### src/hw/rtl/odgs_pkg.sv
// Shared widths, register map, reset values and interface structs of the gait scheduler.
package odgs_pkg;

    localparam int MAX_SEGMENTS = 32;
    localparam int LEG_COUNT    = 2;

    localparam int SEG_W   = 6;   // segments and durations
    localparam int OFF_W   = 5;   // offsets, row and segment indexes
    localparam int TPS_W   = 16;  // ticks per segment
    localparam int TICK_W  = 32;  // input tick count
    localparam int PER_W   = 21;  // ticks in one cycle, at most 32 * 65535
    localparam int FRAC_W  = 16;  // phase and progress fraction bits
    localparam int PROG_W  = FRAC_W + 1;
    localparam int DIV_W   = PER_W + FRAC_W;  // widest dividend
    localparam int REM_W   = PER_W + 1;
    localparam int STEP_W  = 6;   // divider step count, up to DIV_W
    localparam int PADDR_W = 5;
    localparam int PDATA_W = 32;

    localparam logic [SEG_W-1:0] RST_SEGMENTS = 6'd10;
    localparam logic [TPS_W-1:0] RST_TICKS    = 16'd1;
    localparam logic [OFF_W-1:0] RST_OFF0     = 5'd0;
    localparam logic [OFF_W-1:0] RST_OFF1     = 5'd5;
    localparam logic [SEG_W-1:0] RST_DUR0     = 6'd5;
    localparam logic [SEG_W-1:0] RST_DUR1     = 6'd5;

    typedef enum logic [2:0] {
        REG_SEGMENTS = 3'd0,
        REG_TICKS    = 3'd1,
        REG_OFF0     = 3'd2,
        REG_OFF1     = 3'd3,
        REG_DUR0     = 3'd4,
        REG_DUR1     = 3'd5
    } t_reg_idx;

    typedef struct packed {
        logic [SEG_W-1:0] segments;
        logic [TPS_W-1:0] ticks_per_segment;
        logic [OFF_W-1:0] first_leg_offset;
        logic [OFF_W-1:0] second_leg_offset;
        logic [SEG_W-1:0] first_leg_duration;
        logic [SEG_W-1:0] second_leg_duration;
    } t_cfg;

    typedef struct packed {
        logic              start;
        logic [STEP_W-1:0] steps;     // quotient bits to develop
        logic [DIV_W-1:0]  dividend;  // left-aligned
        logic [PER_W-1:0]  divisor;
    } t_div_req;

    typedef struct packed {
        logic             done;
        logic [DIV_W-1:0] quo;
        logic [PER_W-1:0] rem;
    } t_div_rsp;

endpackage

### src/hw/rtl/odgs_regs.sv
// APB configuration registers of the gait scheduler.
module odgs_regs import odgs_pkg::*; (
    input  logic               i_clk,
    input  logic               i_rst_n,
    input  logic               psel,
    input  logic               penable,
    input  logic               pwrite,
    input  logic [PADDR_W-1:0] paddr,
    input  logic [PDATA_W-1:0] pwdata,
    output logic [PDATA_W-1:0] prdata,
    output logic               pready,
    output t_cfg               o_cfg
);

    t_cfg     r_cfg;
    t_reg_idx reg_sel;

    assign reg_sel = t_reg_idx'(paddr[PADDR_W-1:2]);
    assign pready  = 1'b1;
    assign o_cfg   = r_cfg;

    always_ff @(posedge i_clk) begin
        if (!i_rst_n) begin
            r_cfg.segments            <= RST_SEGMENTS;
            r_cfg.ticks_per_segment   <= RST_TICKS;
            r_cfg.first_leg_offset    <= RST_OFF0;
            r_cfg.second_leg_offset   <= RST_OFF1;
            r_cfg.first_leg_duration  <= RST_DUR0;
            r_cfg.second_leg_duration <= RST_DUR1;
        end else if (psel && penable && pwrite) begin
            case (reg_sel)
                REG_SEGMENTS: r_cfg.segments            <= pwdata[SEG_W-1:0];
                REG_TICKS:    r_cfg.ticks_per_segment   <= pwdata[TPS_W-1:0];
                REG_OFF0:     r_cfg.first_leg_offset    <= pwdata[OFF_W-1:0];
                REG_OFF1:     r_cfg.second_leg_offset   <= pwdata[OFF_W-1:0];
                REG_DUR0:     r_cfg.first_leg_duration  <= pwdata[SEG_W-1:0];
                REG_DUR1:     r_cfg.second_leg_duration <= pwdata[SEG_W-1:0];
                default: ;
            endcase
        end
    end

    always_comb begin
        case (reg_sel)
            REG_SEGMENTS: prdata = PDATA_W'(r_cfg.segments);
            REG_TICKS:    prdata = PDATA_W'(r_cfg.ticks_per_segment);
            REG_OFF0:     prdata = PDATA_W'(r_cfg.first_leg_offset);
            REG_OFF1:     prdata = PDATA_W'(r_cfg.second_leg_offset);
            REG_DUR0:     prdata = PDATA_W'(r_cfg.first_leg_duration);
            REG_DUR1:     prdata = PDATA_W'(r_cfg.second_leg_duration);
            default:      prdata = '0;
        endcase
    end

endmodule

### src/hw/rtl/odgs_sdiv.sv
// Bit-serial restoring divider: one quotient bit per cycle.
module odgs_sdiv import odgs_pkg::*; (
    input  logic     i_clk,
    input  logic     i_rst_n,
    input  t_div_req i_req,
    output t_div_rsp o_rsp
);

    logic              r_busy;
    logic              r_done;
    logic [STEP_W-1:0] r_cnt;
    logic [DIV_W-1:0]  r_quo;
    logic [PER_W-1:0]  r_rem;
    logic [PER_W-1:0]  r_dvs;

    logic [REM_W-1:0]  rem_sh;
    logic [REM_W-1:0]  rem_dif;
    logic              fits;

    // shift in the next dividend bit, subtract where the divisor fits
    assign rem_sh  = {r_rem, r_quo[DIV_W-1]};
    assign fits    = rem_sh >= {1'b0, r_dvs};
    assign rem_dif = rem_sh - {1'b0, r_dvs};

    assign o_rsp.done = r_done;
    assign o_rsp.quo  = r_quo;
    assign o_rsp.rem  = r_rem;

    always_ff @(posedge i_clk) begin
        if (!i_rst_n) begin
            r_busy <= 1'b0;
            r_done <= 1'b0;
            r_cnt  <= '0;
        end else begin
            r_done <= 1'b0;
            if (i_req.start) begin
                r_busy <= 1'b1;
                r_cnt  <= i_req.steps;
                r_quo  <= i_req.dividend;
                r_rem  <= '0;
                r_dvs  <= i_req.divisor;
            end else if (r_busy) begin
                r_rem <= fits ? rem_dif[PER_W-1:0] : rem_sh[PER_W-1:0];
                r_quo <= {r_quo[DIV_W-2:0], fits};
                r_cnt <= r_cnt - 1'b1;
                if (r_cnt == STEP_W'(1)) begin
                    r_busy <= 1'b0;
                    r_done <= 1'b1;
                end
            end
        end
    end

endmodule

### src/hw/rtl/odgs_core.sv
// Sequencer: cycle arithmetic on the shared divider, then one table row per cycle unless stalled.
module odgs_core import odgs_pkg::*; (
    input  logic              i_clk,
    input  logic              i_rst_n,
    input  t_cfg              i_cfg,
    input  logic              i_in_valid,
    output logic              o_in_ready,
    input  logic [TICK_W-1:0] i_tick_count,
    output logic              o_out_valid,
    input  logic              i_out_ready,
    output logic [OFF_W-1:0]  o_row_index,
    output logic              o_first_leg_stance,
    output logic              o_second_leg_stance,
    output logic [OFF_W-1:0]  o_gait_segment,
    output logic [FRAC_W-1:0] o_phase_fraction,
    output logic [PROG_W-1:0] o_first_leg_contact,
    output logic [PROG_W-1:0] o_second_leg_contact,
    output logic [PROG_W-1:0] o_first_leg_swing,
    output logic [PROG_W-1:0] o_second_leg_swing,
    output logic              o_last_row
);

    typedef enum logic [2:0] {
        S_IDLE, S_PERIOD, S_ISSUE, S_WAIT, S_WIN_S, S_WIN_L, S_WIN_P, S_EMIT
    } t_state;

    typedef enum logic [3:0] {
        J_REM, J_SEG, J_PHASE, J_OFF0, J_OFF1, J_CON0, J_CON1, J_SWG0, J_SWG1
    } t_job;

    t_state r_state;
    t_job   r_job;

    logic [TICK_W-1:0] r_tick;
    logic [SEG_W-1:0]  r_n;
    logic [TPS_W-1:0]  r_t;
    logic [SEG_W-1:0]  r_dur0, r_dur1;
    logic [OFF_W-1:0]  r_off0, r_off1;
    logic [PER_W-1:0]  r_period, r_r, r_s, r_len, r_p;
    logic [OFF_W-1:0]  r_seg;
    logic [FRAC_W-1:0] r_phase;
    logic [PROG_W-1:0] r_con0, r_con1, r_swg0, r_swg1;
    logic [OFF_W-1:0]  r_row, r_iter;
    logic              r_out_valid;

    t_div_req div_req;
    t_div_rsp div_rsp;

    // clamped configuration
    logic [SEG_W-1:0]  n_clamp, dur0_clamp, dur1_clamp;
    logic [TPS_W-1:0]  t_clamp;

    // leg window preparation
    logic              win_leg, win_swg, is_win, win_skip, job_end;
    logic [OFF_W-1:0]  off_l;
    logic [SEG_W-1:0]  dur_l, sum_l, start_f, len_f, mul_a;
    logic [SEG_W+TPS_W-1:0] prod;
    logic [REM_W-1:0]  p_wrap;
    logic [PROG_W-1:0] prog_val;

    // row generation
    logic [SEG_W-1:0]  seg_inc, iter_inc, pr0, pr1;
    logic [OFF_W-1:0]  iter0, iter_nxt;
    logic              flag0, flag1, row_last, slot_free;

    assign n_clamp = (i_cfg.segments == '0) ? SEG_W'(1) :
                     (i_cfg.segments > SEG_W'(MAX_SEGMENTS)) ? SEG_W'(MAX_SEGMENTS) :
                     i_cfg.segments;
    assign t_clamp = (i_cfg.ticks_per_segment == '0) ? TPS_W'(1) : i_cfg.ticks_per_segment;
    assign dur0_clamp = (i_cfg.first_leg_duration > n_clamp) ? n_clamp :
                        i_cfg.first_leg_duration;
    assign dur1_clamp = (i_cfg.second_leg_duration > n_clamp) ? n_clamp :
                        i_cfg.second_leg_duration;

    assign win_leg = (r_job == J_CON1) || (r_job == J_SWG1);
    assign win_swg = (r_job == J_SWG0) || (r_job == J_SWG1);
    assign is_win  = r_job >= J_CON0;
    assign off_l   = win_leg ? r_off1 : r_off0;
    assign dur_l   = win_leg ? r_dur1 : r_dur0;
    assign sum_l   = {1'b0, off_l} + dur_l;
    // swing starts where stance ends, wrapped into the cycle
    assign start_f = win_swg ? ((sum_l > r_n) ? sum_l - r_n : sum_l) : {1'b0, off_l};
    assign len_f   = win_swg ? r_n - dur_l : dur_l;

    always_comb begin
        case (r_state)
            S_PERIOD: mul_a = r_n;
            S_WIN_S:  mul_a = start_f;
            default:  mul_a = len_f;
        endcase
    end

    assign prod   = mul_a * r_t;
    assign p_wrap = ({1'b0, r_r} >= {1'b0, r_s}) ? {1'b0, r_r} - {1'b0, r_s} :
                    {1'b0, r_r} + {1'b0, r_period} - {1'b0, r_s};

    // an empty window, or a position past its end, gives zero without a division
    assign win_skip = (r_len == '0) || (r_p > r_len);
    assign job_end  = ((r_state == S_WAIT) && div_rsp.done) ||
                      ((r_state == S_ISSUE) && is_win && win_skip);
    assign prog_val = (r_state == S_WAIT) ? div_rsp.quo[PROG_W-1:0] : '0;

    always_comb begin
        div_req.start    = (r_state == S_ISSUE) && !(is_win && win_skip);
        div_req.steps    = STEP_W'(DIV_W);
        div_req.dividend = {r_p, {FRAC_W{1'b0}}};
        div_req.divisor  = r_len;
        case (r_job)
            J_REM: begin
                div_req.steps    = STEP_W'(TICK_W);
                div_req.dividend = {r_tick, {(DIV_W-TICK_W){1'b0}}};
                div_req.divisor  = r_period;
            end
            J_SEG: begin
                div_req.steps    = STEP_W'(PER_W);
                div_req.dividend = {r_r, {FRAC_W{1'b0}}};
                div_req.divisor  = PER_W'(r_t);
            end
            J_PHASE: begin
                div_req.dividend = {r_r, {FRAC_W{1'b0}}};
                div_req.divisor  = r_period;
            end
            J_OFF0: begin
                div_req.steps    = STEP_W'(OFF_W);
                div_req.dividend = {i_cfg.first_leg_offset, {(DIV_W-OFF_W){1'b0}}};
                div_req.divisor  = PER_W'(r_n);
            end
            J_OFF1: begin
                div_req.steps    = STEP_W'(OFF_W);
                div_req.dividend = {i_cfg.second_leg_offset, {(DIV_W-OFF_W){1'b0}}};
                div_req.divisor  = PER_W'(r_n);
            end
            default: ;
        endcase
    end

    odgs_sdiv u_sdiv (
        .i_clk   (i_clk),
        .i_rst_n (i_rst_n),
        .i_req   (div_req),
        .o_rsp   (div_rsp)
    );

    // first row shows the segment after the current one
    assign seg_inc  = {1'b0, r_seg} + 1'b1;
    assign iter0    = (seg_inc == r_n) ? '0 : seg_inc[OFF_W-1:0];
    assign iter_inc = {1'b0, r_iter} + 1'b1;
    assign iter_nxt = (iter_inc == r_n) ? '0 : iter_inc[OFF_W-1:0];
    assign pr0 = (r_iter >= r_off0) ? {1'b0, r_iter} - {1'b0, r_off0} :
                 {1'b0, r_iter} + r_n - {1'b0, r_off0};
    assign pr1 = (r_iter >= r_off1) ? {1'b0, r_iter} - {1'b0, r_off1} :
                 {1'b0, r_iter} + r_n - {1'b0, r_off1};
    assign flag0    = pr0 < r_dur0;
    assign flag1    = pr1 < r_dur1;
    assign row_last = {1'b0, r_row} == r_n - 1'b1;
    assign slot_free = !r_out_valid || i_out_ready;

    assign o_in_ready  = (r_state == S_IDLE);
    assign o_out_valid = r_out_valid;

    always_ff @(posedge i_clk) begin
        if (!i_rst_n) begin
            r_state     <= S_IDLE;
            r_job       <= J_REM;
            r_out_valid <= 1'b0;
            r_row       <= '0;
        end else begin
            // the emit state refills the output register on its own
            if (i_out_ready && (r_state != S_EMIT)) begin
                r_out_valid <= 1'b0;
            end
            if (job_end) begin
                case (r_job)
                    J_REM:   r_r     <= div_rsp.rem;
                    J_SEG:   r_seg   <= div_rsp.quo[OFF_W-1:0];
                    J_PHASE: r_phase <= div_rsp.quo[FRAC_W-1:0];
                    J_OFF0:  r_off0  <= div_rsp.rem[OFF_W-1:0];
                    J_OFF1:  r_off1  <= div_rsp.rem[OFF_W-1:0];
                    J_CON0:  r_con0  <= prog_val;
                    J_CON1:  r_con1  <= prog_val;
                    J_SWG0:  r_swg0  <= prog_val;
                    J_SWG1:  r_swg1  <= prog_val;
                    default: ;
                endcase
            end
            case (r_state)
                S_IDLE: begin
                    if (i_in_valid) begin
                        r_tick  <= i_tick_count;
                        r_n     <= n_clamp;
                        r_t     <= t_clamp;
                        r_dur0  <= dur0_clamp;
                        r_dur1  <= dur1_clamp;
                        r_state <= S_PERIOD;
                    end
                end
                S_PERIOD: begin
                    r_period <= prod[PER_W-1:0];
                    r_job    <= J_REM;
                    r_state  <= S_ISSUE;
                end
                S_ISSUE, S_WAIT: begin
                    if (job_end) begin
                        if (r_job == J_SWG1) begin
                            r_row   <= '0;
                            r_iter  <= iter0;
                            r_state <= S_EMIT;
                        end else begin
                            r_job   <= t_job'(r_job + 1'b1);
                            r_state <= (r_job >= J_OFF1) ? S_WIN_S : S_ISSUE;
                        end
                    end else if (r_state == S_ISSUE) begin
                        r_state <= S_WAIT;
                    end
                end
                S_WIN_S: begin
                    r_s     <= prod[PER_W-1:0];
                    r_state <= S_WIN_L;
                end
                S_WIN_L: begin
                    r_len   <= prod[PER_W-1:0];
                    r_state <= S_WIN_P;
                end
                S_WIN_P: begin
                    r_p     <= p_wrap[PER_W-1:0];
                    r_state <= S_ISSUE;
                end
                S_EMIT: begin
                    if (slot_free) begin
                        r_out_valid          <= 1'b1;
                        o_row_index          <= r_row;
                        o_first_leg_stance   <= flag0;
                        o_second_leg_stance  <= flag1;
                        o_gait_segment       <= r_seg;
                        o_phase_fraction     <= r_phase;
                        o_first_leg_contact  <= r_con0;
                        o_second_leg_contact <= r_con1;
                        o_first_leg_swing    <= r_swg0;
                        o_second_leg_swing   <= r_swg1;
                        o_last_row           <= row_last;
                        r_row                <= r_row + 1'b1;
                        r_iter               <= iter_nxt;
                        if (row_last) begin
                            r_state <= S_IDLE;
                        end
                    end
                end
                default: r_state <= S_IDLE;
            endcase
        end
    end

endmodule

### src/hw/rtl/offset_duration_gait_scheduler_unit.sv
// Top level of the offset/duration gait scheduler: register port and table sequencer.
//
// Usage:
//   Input channel (i_in_valid / o_in_ready) takes one item: a controller tick
//   count. For that item the block returns one item per gait segment on the
//   output channel (o_out_valid / i_out_ready), rows 0 to n-1, where row 0 is
//   the segment after the current one and o_last_row marks row n-1. Every row
//   repeats the current segment, the cycle phase and each leg's contact and
//   swing progress in Q1.16.
//   Configuration sits behind an APB-style port, one register per 4 bytes;
//   write it only while the block is idle.
// Divisions and throughput:
//   One shared restoring divider develops one quotient bit per cycle and does
//   up to nine divisions in turn: tick mod period (32 steps), segment (21),
//   phase (37), two offset reductions (5 each) and up to four leg windows
//   (37 each, after setup states for start, length and position; a window is
//   skipped when it is empty or its position lies past its end). Rows then
//   leave one per cycle while i_out_ready stays high.
// Reset: synchronous, active low; registers return to their defaults and
//   the sequencer drops any item in flight.
// Stall: a row waits in the output register while i_out_ready is low, and the
//   sequencer holds; the last row may wait while the next item is accepted.
module offset_duration_gait_scheduler_unit import odgs_pkg::*; (
    input  logic               i_clk,
    input  logic               i_rst_n,
    // configuration port
    input  logic               psel,
    input  logic               penable,
    input  logic               pwrite,
    input  logic [PADDR_W-1:0] paddr,
    input  logic [PDATA_W-1:0] pwdata,
    output logic [PDATA_W-1:0] prdata,
    output logic               pready,
    // input channel
    input  logic               i_in_valid,
    output logic               o_in_ready,
    input  logic [TICK_W-1:0]  i_tick_count,
    // output channel
    output logic               o_out_valid,
    input  logic               i_out_ready,
    output logic [OFF_W-1:0]   o_row_index,
    output logic               o_first_leg_stance,
    output logic               o_second_leg_stance,
    output logic [OFF_W-1:0]   o_gait_segment,
    output logic [FRAC_W-1:0]  o_phase_fraction,
    output logic [PROG_W-1:0]  o_first_leg_contact,
    output logic [PROG_W-1:0]  o_second_leg_contact,
    output logic [PROG_W-1:0]  o_first_leg_swing,
    output logic [PROG_W-1:0]  o_second_leg_swing,
    output logic               o_last_row
);

    t_cfg cfg;

    // register file: live configuration, read back over APB
    odgs_regs u_regs (
        .i_clk   (i_clk),
        .i_rst_n (i_rst_n),
        .psel    (psel),
        .penable (penable),
        .pwrite  (pwrite),
        .paddr   (paddr),
        .pwdata  (pwdata),
        .prdata  (prdata),
        .pready  (pready),
        .o_cfg   (cfg)
    );

    // sequencer: clamp the configuration at acceptance, run the divisions,
    // then stream the table through the output register
    odgs_core u_core (
        .i_clk                (i_clk),
        .i_rst_n              (i_rst_n),
        .i_cfg                (cfg),
        .i_in_valid           (i_in_valid),
        .o_in_ready           (o_in_ready),
        .i_tick_count         (i_tick_count),
        .o_out_valid          (o_out_valid),
        .i_out_ready          (i_out_ready),
        .o_row_index          (o_row_index),
        .o_first_leg_stance   (o_first_leg_stance),
        .o_second_leg_stance  (o_second_leg_stance),
        .o_gait_segment       (o_gait_segment),
        .o_phase_fraction     (o_phase_fraction),
        .o_first_leg_contact  (o_first_leg_contact),
        .o_second_leg_contact (o_second_leg_contact),
        .o_first_leg_swing    (o_first_leg_swing),
        .o_second_leg_swing   (o_second_leg_swing),
        .o_last_row           (o_last_row)
    );

endmodule

### config.mk
export PLATFORM = sky130hd
export DESIGN_NAME = offset_duration_gait_scheduler_unit
export DESIGN_NICKNAME = d
export VERILOG_FILES = /design/src/hw/rtl/odgs_pkg.sv /design/src/hw/rtl/odgs_regs.sv /design/src/hw/rtl/odgs_sdiv.sv /design/src/hw/rtl/odgs_core.sv /design/src/hw/rtl/offset_duration_gait_scheduler_unit.sv
export SDC_FILE = /design/constraint.sdc
export NUM_CORES = 1
export LEC_CHECK = 0
export ABC_AREA = 1
export BUFFER_PORTS_ARGS = -buffer_cell sky130_fd_sc_hd__buf_2
export CAP_MARGIN = 20
export CORE_ASPECT_RATIO = 1.1
export CORE_UTILIZATION = 65
export CTS_CLUSTER_DIAMETER = 50
export DETAILED_ROUTE_END_ITERATION = 10
export PLACE_DENSITY = 0.91
export SLEW_MARGIN = 20
export SYNTH_ARGS = -nofsm -noshare
export SYNTH_HDL_FRONTEND = slang
export SYNTH_SLANG_ARGS = --single-unit
### constraint.sdc
create_clock -name i_clk -period 14.4 [get_ports i_clk]
set_clock_uncertainty 0.05 [all_clocks]
set_input_delay 2.16 -clock i_clk [delete_from_list [all_inputs] [get_ports i_clk]]
set_output_delay 2.16 -clock i_clk [all_outputs]
set_load 0.1 [all_outputs]
==> flow_metrics.tcl, run 1 <==
set metrics [dict create \
    outcome "finished, final reports clean" \
    postCtsSetupBuffers 0 \
    leakage_nw 14.1 \
    critical_path.top_delay_family "adder cells" \
    cts_max_level 2 \
    clk_path_buf_depth 3 \
    maxSlewHeadroom 0.320 \
    rr_endpoint "u_core.r_len[18]$_DFFE_PP_" \
    min_from "u_core.r_swg0[3]$_DFFE_PP_" \
    place_inst 3701 \
    syn_avg_cell_area_um2 9.83 \
    fp.dieH_um 226 \
    finalNonFillerCells 3805 \
    crit_path_end_kind "register" \
    grt_max_degree 67 \
    setup_violations 0 \
    multi_input_area_um2 12400 \
    finalCritPeriodShare 0.595 \
    arrival_ns 8.94 \
    synth.cell_area_um2 29500 \
    layout_common_cells "inv_1 (496), edfxtp_1 (451), nand2_1 (395)" \
    ir_worst_vdd_v 0.000566 \
    synth_cell_type_count 57 \
    slew_violations 0 \
    min_period_ns 8.57 \
    max_freq_mhz 117 \
    tns_ns 0 \
    antenna_found_initial 2 \
    vias_per_cell 6.11 \
    fin_util 0.736 \
    rows 81 \
    final_nets 3525 \
    ios 208 \
    core_um2 44600 \
    nFillCells 3017 \
    yosysWarnings 0 \
    cap_viol_max_count 0 \
    path_clk_slew_ns 0.08 \
    worstHoldEndpoint "u_core.o_first_leg_swing[3]$_DFFE_PP_" \
    hpwl_um 58900 \
    grt_pass1_vias 23100 \
    port_buffers 172 \
    drt-total-wl_um 81700 \
    r2r_start "u_core.r_job[0]$_SDFFE_PN0P_" \
    crit_required_ns 14.77 \
    r2r_cells 37 \
    mostFrequentLayoutCell "inv_1" \
    cts_tree "built" \
    critPathLaunchType "register" \
    root_buffer "clkbuf_16" \
    finalHoldViolations 0 \
    insertion_delay_ns 0.66 \
    holdPathStages 0 \
    r2r_slack_ns 5.83 \
    wl_per_cell_um 21.5 \
    min_path_type "register to register" \
    rsz0062_at_grt "no" \
    drt_first_pass_iters 9 \
    crit_path_max_incr_delay_ns 0.53 \
    synth-seq-cells 516 \
    drc 0 \
    postCtsHoldBufs 0 \
    critPathBufInv 5 \
    cts_sinks 516 \
    overflow 0 \
    cts_buffers 55 \
    tightestPinTransition_ns 1.02 \
    syn_inst 3002 \
    slowest_stage "fa_1" \
    grt_pass1_wl_um 124000 \
    drt-initial-drc-count 2739 \
    synth-seq-area-share 0.503 \
    criticalPathCategory "register to register" \
    grt_usage 0.356 \
    vias 23300 \
    gp_congestion 0.993 \
    cp_max_fo 21 \
    start_util 0.662 \
    die_w_um 205 \
    seq_area_um2 14800 \
    power.total_w 0.00759 \
    ctsResizeCount 0 \
    drive_gt1_frac 0.112 \
    ant_nets 0 \
    dieArea_um2 46300 \
    areaGrowthSynthToFinish_pct 11.2 \
    powerDensity_nw_per_um2 231 \
]
==> power by group <==
group          total [W]  switching, W  internal (W)
Combinational    0.00380       0.00263       0.00117
Clock            0.00150      0.000645      0.000855
Sequential       0.00230     0.0000991       0.00220
Total            0.00759       0.00337       0.00422
==> layout make-up <==
| type | count | share of cell area |
|---|---|---|
| inverters | 512 | 0.0585 |
| repair buffers | 194 | 0.0313 |
| clock buffers | 64 | 0.0433 |
| multi-input cells | 1898 | 0.376 |
| well taps | 581 | 0.0221 |
| diodes | 2 | 0.000152 |
| flip-flops and latches | 516 | 0.452 |
| clock inverters | 38 | 0.0161 |
==> synth_stat cells (all sizes together) <==
| master | instances | area (um2) |
|---|---|---|
| mux2i | 2 | 20.0 |
| xor2 | 72 | 631 |
| o21ai | 217 | 1110 |
| o31ai | 7 | 52.6 |
| nand4 | 40 | 256 |
| nor3 | 27 | 140 |
| o221ai | 6 | 58.8 |
| clkinv | 2 | 7.51 |
| o2111ai | 2 | 17.5 |
| xnor2 | 40 | 350 |
| nor4 | 15 | 93.8 |
| conb | 2 | 7.51 |
| a221oi | 7 | 61.3 |
| o21a | 6 | 45.0 |
| a21boi | 4 | 30.0 |
| dfxtp | 65 | 1300 |
| a221o | 2 | 20.0 |
| nand2 | 409 | 1580 |
| ha | 186 | 2330 |
| edfxtp | 451 | 13500 |
| nor3b | 2 | 15.0 |
| a21o | 8 | 60.1 |
| a31oi | 22 | 138 |
| nand3b | 3 | 22.5 |
| nand3 | 120 | 611 |
| buf | 45 | 319 |
| a21oi | 206 | 1030 |
| nor2 | 298 | 1180 |
| o22ai | 20 | 125 |
| a22o | 1 | 8.76 |
| o41ai | 1 | 8.76 |
| a211oi | 2 | 15.0 |
| fa | 86 | 1720 |
| or2 | 13 | 81.3 |
| inv | 510 | 1910 |
| a22oi | 28 | 210 |
| clkbuf | 46 | 173 |
| o311ai | 1 | 8.76 |
| o211ai | 20 | 160 |
| o21bai | 8 | 60.1 |
==> cell families (layout without fill, tap and decap cells) <==
kind of cell               after synthesis  after routing  share of synthesized area
AOI/OAI and AO/OA                      568            568                      0.109
xor gates and xnor gates               112            112                     0.0332
adders and majority gates              272            272                      0.137
buffers and inverters                  603            808                     0.0818
DFF                                    516            516                      0.503
muxes                                    2              2                   0.000678
other                                    2             19                   0.000254
and+or+nand+nor                        927            927                      0.135
==> sequential cells by signal (all words and copies together), names as in the netlist, 21 cells and up <==
name	cells
u_core.r_s	21
u_core.r_len	21
u_core.r_tick	32
u_core.u_sdiv.r_dvs	21
u_core.u_sdiv.r_rem	21
u_regs.o_cfg	44
u_core.r_r	21
u_core.u_sdiv.r_quo	37
u_core.r_p	21
u_core.r_period	21
==> per-layer routing <==
metal	routed length [um]	GRT usage	up-vias
met2	38600	0.584	1509
met3	8390	0.0604	370
met5	0	0	-
li1	-	-	10500
met1	29100	0.438	10900
met4	5550	0.222	0
==> through the flow <==
step | worst slack [ns] | hold slack [ns] | instance area, um2
global placement | 6.25 | 0.352 | 30900
finish | 5.83 | 0.329 | 32800
detailed placement | 6.05 | 0.355 | 30900
floorplan | 4.39 | 0.350 | 29600
global route | 5.24 | 0.326 | 32800
CTS | 6.01 | 0.320 | 32800
==> worst max path at each step <==
stage | startpoint | end | slack, ns | cells after the start
CTS | u_core.r_job[0]$_SDFFE_PN0P_ | u_core.r_period[18]$_DFFE_PP_ | 6.01 | 37
detailed placement | u_core.r_job[0]$_SDFFE_PN0P_ | u_core.r_period[14]$_DFFE_PP_ | 6.05 | 37
finish | u_core.r_job[0]$_SDFFE_PN0P_ | u_core.r_len[18]$_DFFE_PP_ | 5.83 | 37
floorplan | i_rst_n | u_core.o_first_leg_contact[0]$_DFFE_PP_ | 4.39 | 4
global route | u_core.r_job[0]$_SDFFE_PN0P_ | u_core.r_len[18]$_DFFE_PP_ | 5.24 | 37
global placement | u_core.r_job[0]$_SDFFE_PN0P_ | u_core.r_s[20]$_DFFE_PP_ | 6.25 | 38
Note: power is estimated with default switching activity, not from simulation.
==> run 2, diff against run 1 <==
- CORE_UTILIZATION: 65 -> 62
- PLACE_DENSITY: 0.91 -> 0.88
- clock period: 14.4 -> 8.4 ns (I/O delays scaled with it)
==> run 2 against run 1 <==
Critical path depth decreased by 1. Sequential share of layout area decreased by 0.055 points. Global-route usage decreased by 3.9 points. Register-to-register slack got worse by 5.2 ns. Combinational power increased by 67%. Hold slack improved by 0.037 ns. Setup slack got worse by 5.2 ns. First-iteration DRC count decreased by 12%.
==> flow_metrics.tcl, run 2 (same netlist as run 1, synthesis figures left out) <==
set metrics [dict create \
    vias 22500 \
    min_path_type "register to register" \
    largest_reg_flops 44 \
    finalHoldViolations 0 \
    fin_util 0.702 \
    maxSlewHeadroom 0.270 \
    cts_sinks 516 \
    p_seq_frac 0.308 \
    vias_per_cell 5.83 \
    insertion_delay_ns 0.61 \
    tns_ns 0 \
    pwr-share-comb 0.499 \
    seq_area_um2 14800 \
    rsz0062_at_grt "no" \
    final_nets 3526 \
    drc 0 \
    slowest_stage "fa_1" \
    path_clk_slew_ns 0.06 \
    cap_viol_max_count 0 \
    max_freq_mhz 128 \
    switching_power_w 0.00549 \
    sw_frac_of_total 0.432 \
    tightestPinTransition_ns 1.09 \
    hold_slack_ns 0.366 \
    antenna_found_initial 5 \
    ant_nets 0 \
    port_buffers 172 \
    start_util 0.630 \
    place_ws_ns 0.342 \
    layout_setup_ws_ns 0.582 \
    clk_path_buf_depth 3 \
    crit_required_ns 8.74 \
    setup_violations 0 \
    crit_path_end_kind "register" \
    grt_max_degree 92 \
    hpwl_um 57400 \
    leakage_nw 14.1 \
    placed_cell_area_um2 30900 \
    fp.dieH_um 231 \
    slew_violations 0 \
    wl_per_cell_um 19.7 \
    crit_path_max_incr_delay_ns 0.57 \
    critPathLaunchType "register" \
    ios 208 \
    arrival_ns 8.16 \
    outcome "finished, final reports clean" \
    cts_buffers 55 \
    r2r_slack_ns 0.58 \
    multi_input_area_um2 12400 \
    rows 83 \
    finalCritPeriodShare 0.931 \
    ir_worst_vdd_v 0.000817 \
    areaGrowthSynthToFinish_pct 11.3 \
    cts_max_level 2 \
    drt_first_pass_iters 6 \
    grt_pass1_wl_um 118000 \
    criticalPathCategory "register to register" \
    core_um2 46800 \
    cts_tree "built" \
    root_buffer "clkbuf_16" \
    grt_usage 0.317 \
    powerDensity_nw_per_um2 387 \
    die_w_um 210 \
    drt-initial-drc-count 2419 \
    drive_gt1_frac 0.113 \
    gp_congestion 1.02 \
    layout_common_cells "inv_1 (496), edfxtp_1 (451), nand2_1 (394)" \
    mostFrequentLayoutCell "inv_1" \
    clkPwrFrac 0.194 \
    drt-total-wl_um 76000 \
    final_area_um2 32900 \
    nFillCells 3296 \
    overflow 0 \
    p_int_w 0.00724 \
    cp_max_fo 21 \
    crit_path_frequent_cell "nand2_1" \
    min_period_ns 7.82 \
    grt_pass1_vias 22200 \
    dieArea_um2 48500 \
]
## run 2: repair_timing
item,4_1_cts,5_1_grt
endpoints found under the hold margin,0,0
gates resized for setup,0,8
endpoints found under the setup margin,0,27
buffers inserted,0,2
hold buffers,0,0
## run 2: final cells by class
type / count / area share
well taps: 637 / 0.0242
clock inverters: 23 / 0.00936
multi-input cells: 1898 / 0.377
flip-flops and latches: 516 / 0.452
clock buffers: 77 / 0.0475
inverters: 512 / 0.0585
diodes: 3 / 0.000228
repair buffers: 195 / 0.0314
## run 2: worst paths after layout
| path | startpoint | to | cells after the start |
|---|---|---|---|
| setup / recovery | u_core.r_job[0]$_SDFFE_PN0P_ | u_core.r_len[14]$_DFFE_PP_ | 36 |
| hold / removal | u_core.r_swg1[16]$_DFFE_PP_ | u_core.o_second_leg_swing[16]$_DFFE_PP_ | 0 |
| setup reg to reg | u_core.r_job[0]$_SDFFE_PN0P_ | u_core.r_len[14]$_DFFE_PP_ | 36 |
| hold reg to reg | u_core.r_swg1[16]$_DFFE_PP_ | u_core.o_second_leg_swing[16]$_DFFE_PP_ | 0 |
## run 2: power groups by stage
stage | clock network [W] | logic [W] | registers [W]
6_report | 0.00247 | 0.00635 | 0.00392
2_1_floorplan | 0 | 0.00452 | 0.00390
3_3_place_gp | 0 | 0.00597 | 0.00395
5_1_grt | 0.00259 | 0.00706 | 0.00393
3_5_place_dp | 0 | 0.00618 | 0.00396
4_1_cts | 0.00248 | 0.00624 | 0.00391
## run 2: layer usage
metal | global-route usage | up-vias | share of wire
li1 | - | 10500 | -
met1 | 0.397 | 10700 | 0.38
met2 | 0.531 | 1126 | 0.48
met3 | 0.0460 | 237 | 0.081
met4 | 0.175 | 6 | 0.060
met5 | 0 | - | 0.00054
## run 2: worst max-delay path, delay by kind of cell, from the launching register on
family          cells  cell delay, ns
flops               1            0.35
compound gates      7            1.24
buf+inv             5            0.45
xor+xnor            2            0.49
fa+ha+maj           8            3.14
simple gates       14            1.86
## run 2: through the flow
stage,cells,power (W)
final,3861,0.0127
after global routing,3860,0.0136
after CTS,3856,0.0126
after detailed placement,3756,0.0101
after global placement,3756,0.00992
after floorplan,3017,0.00842
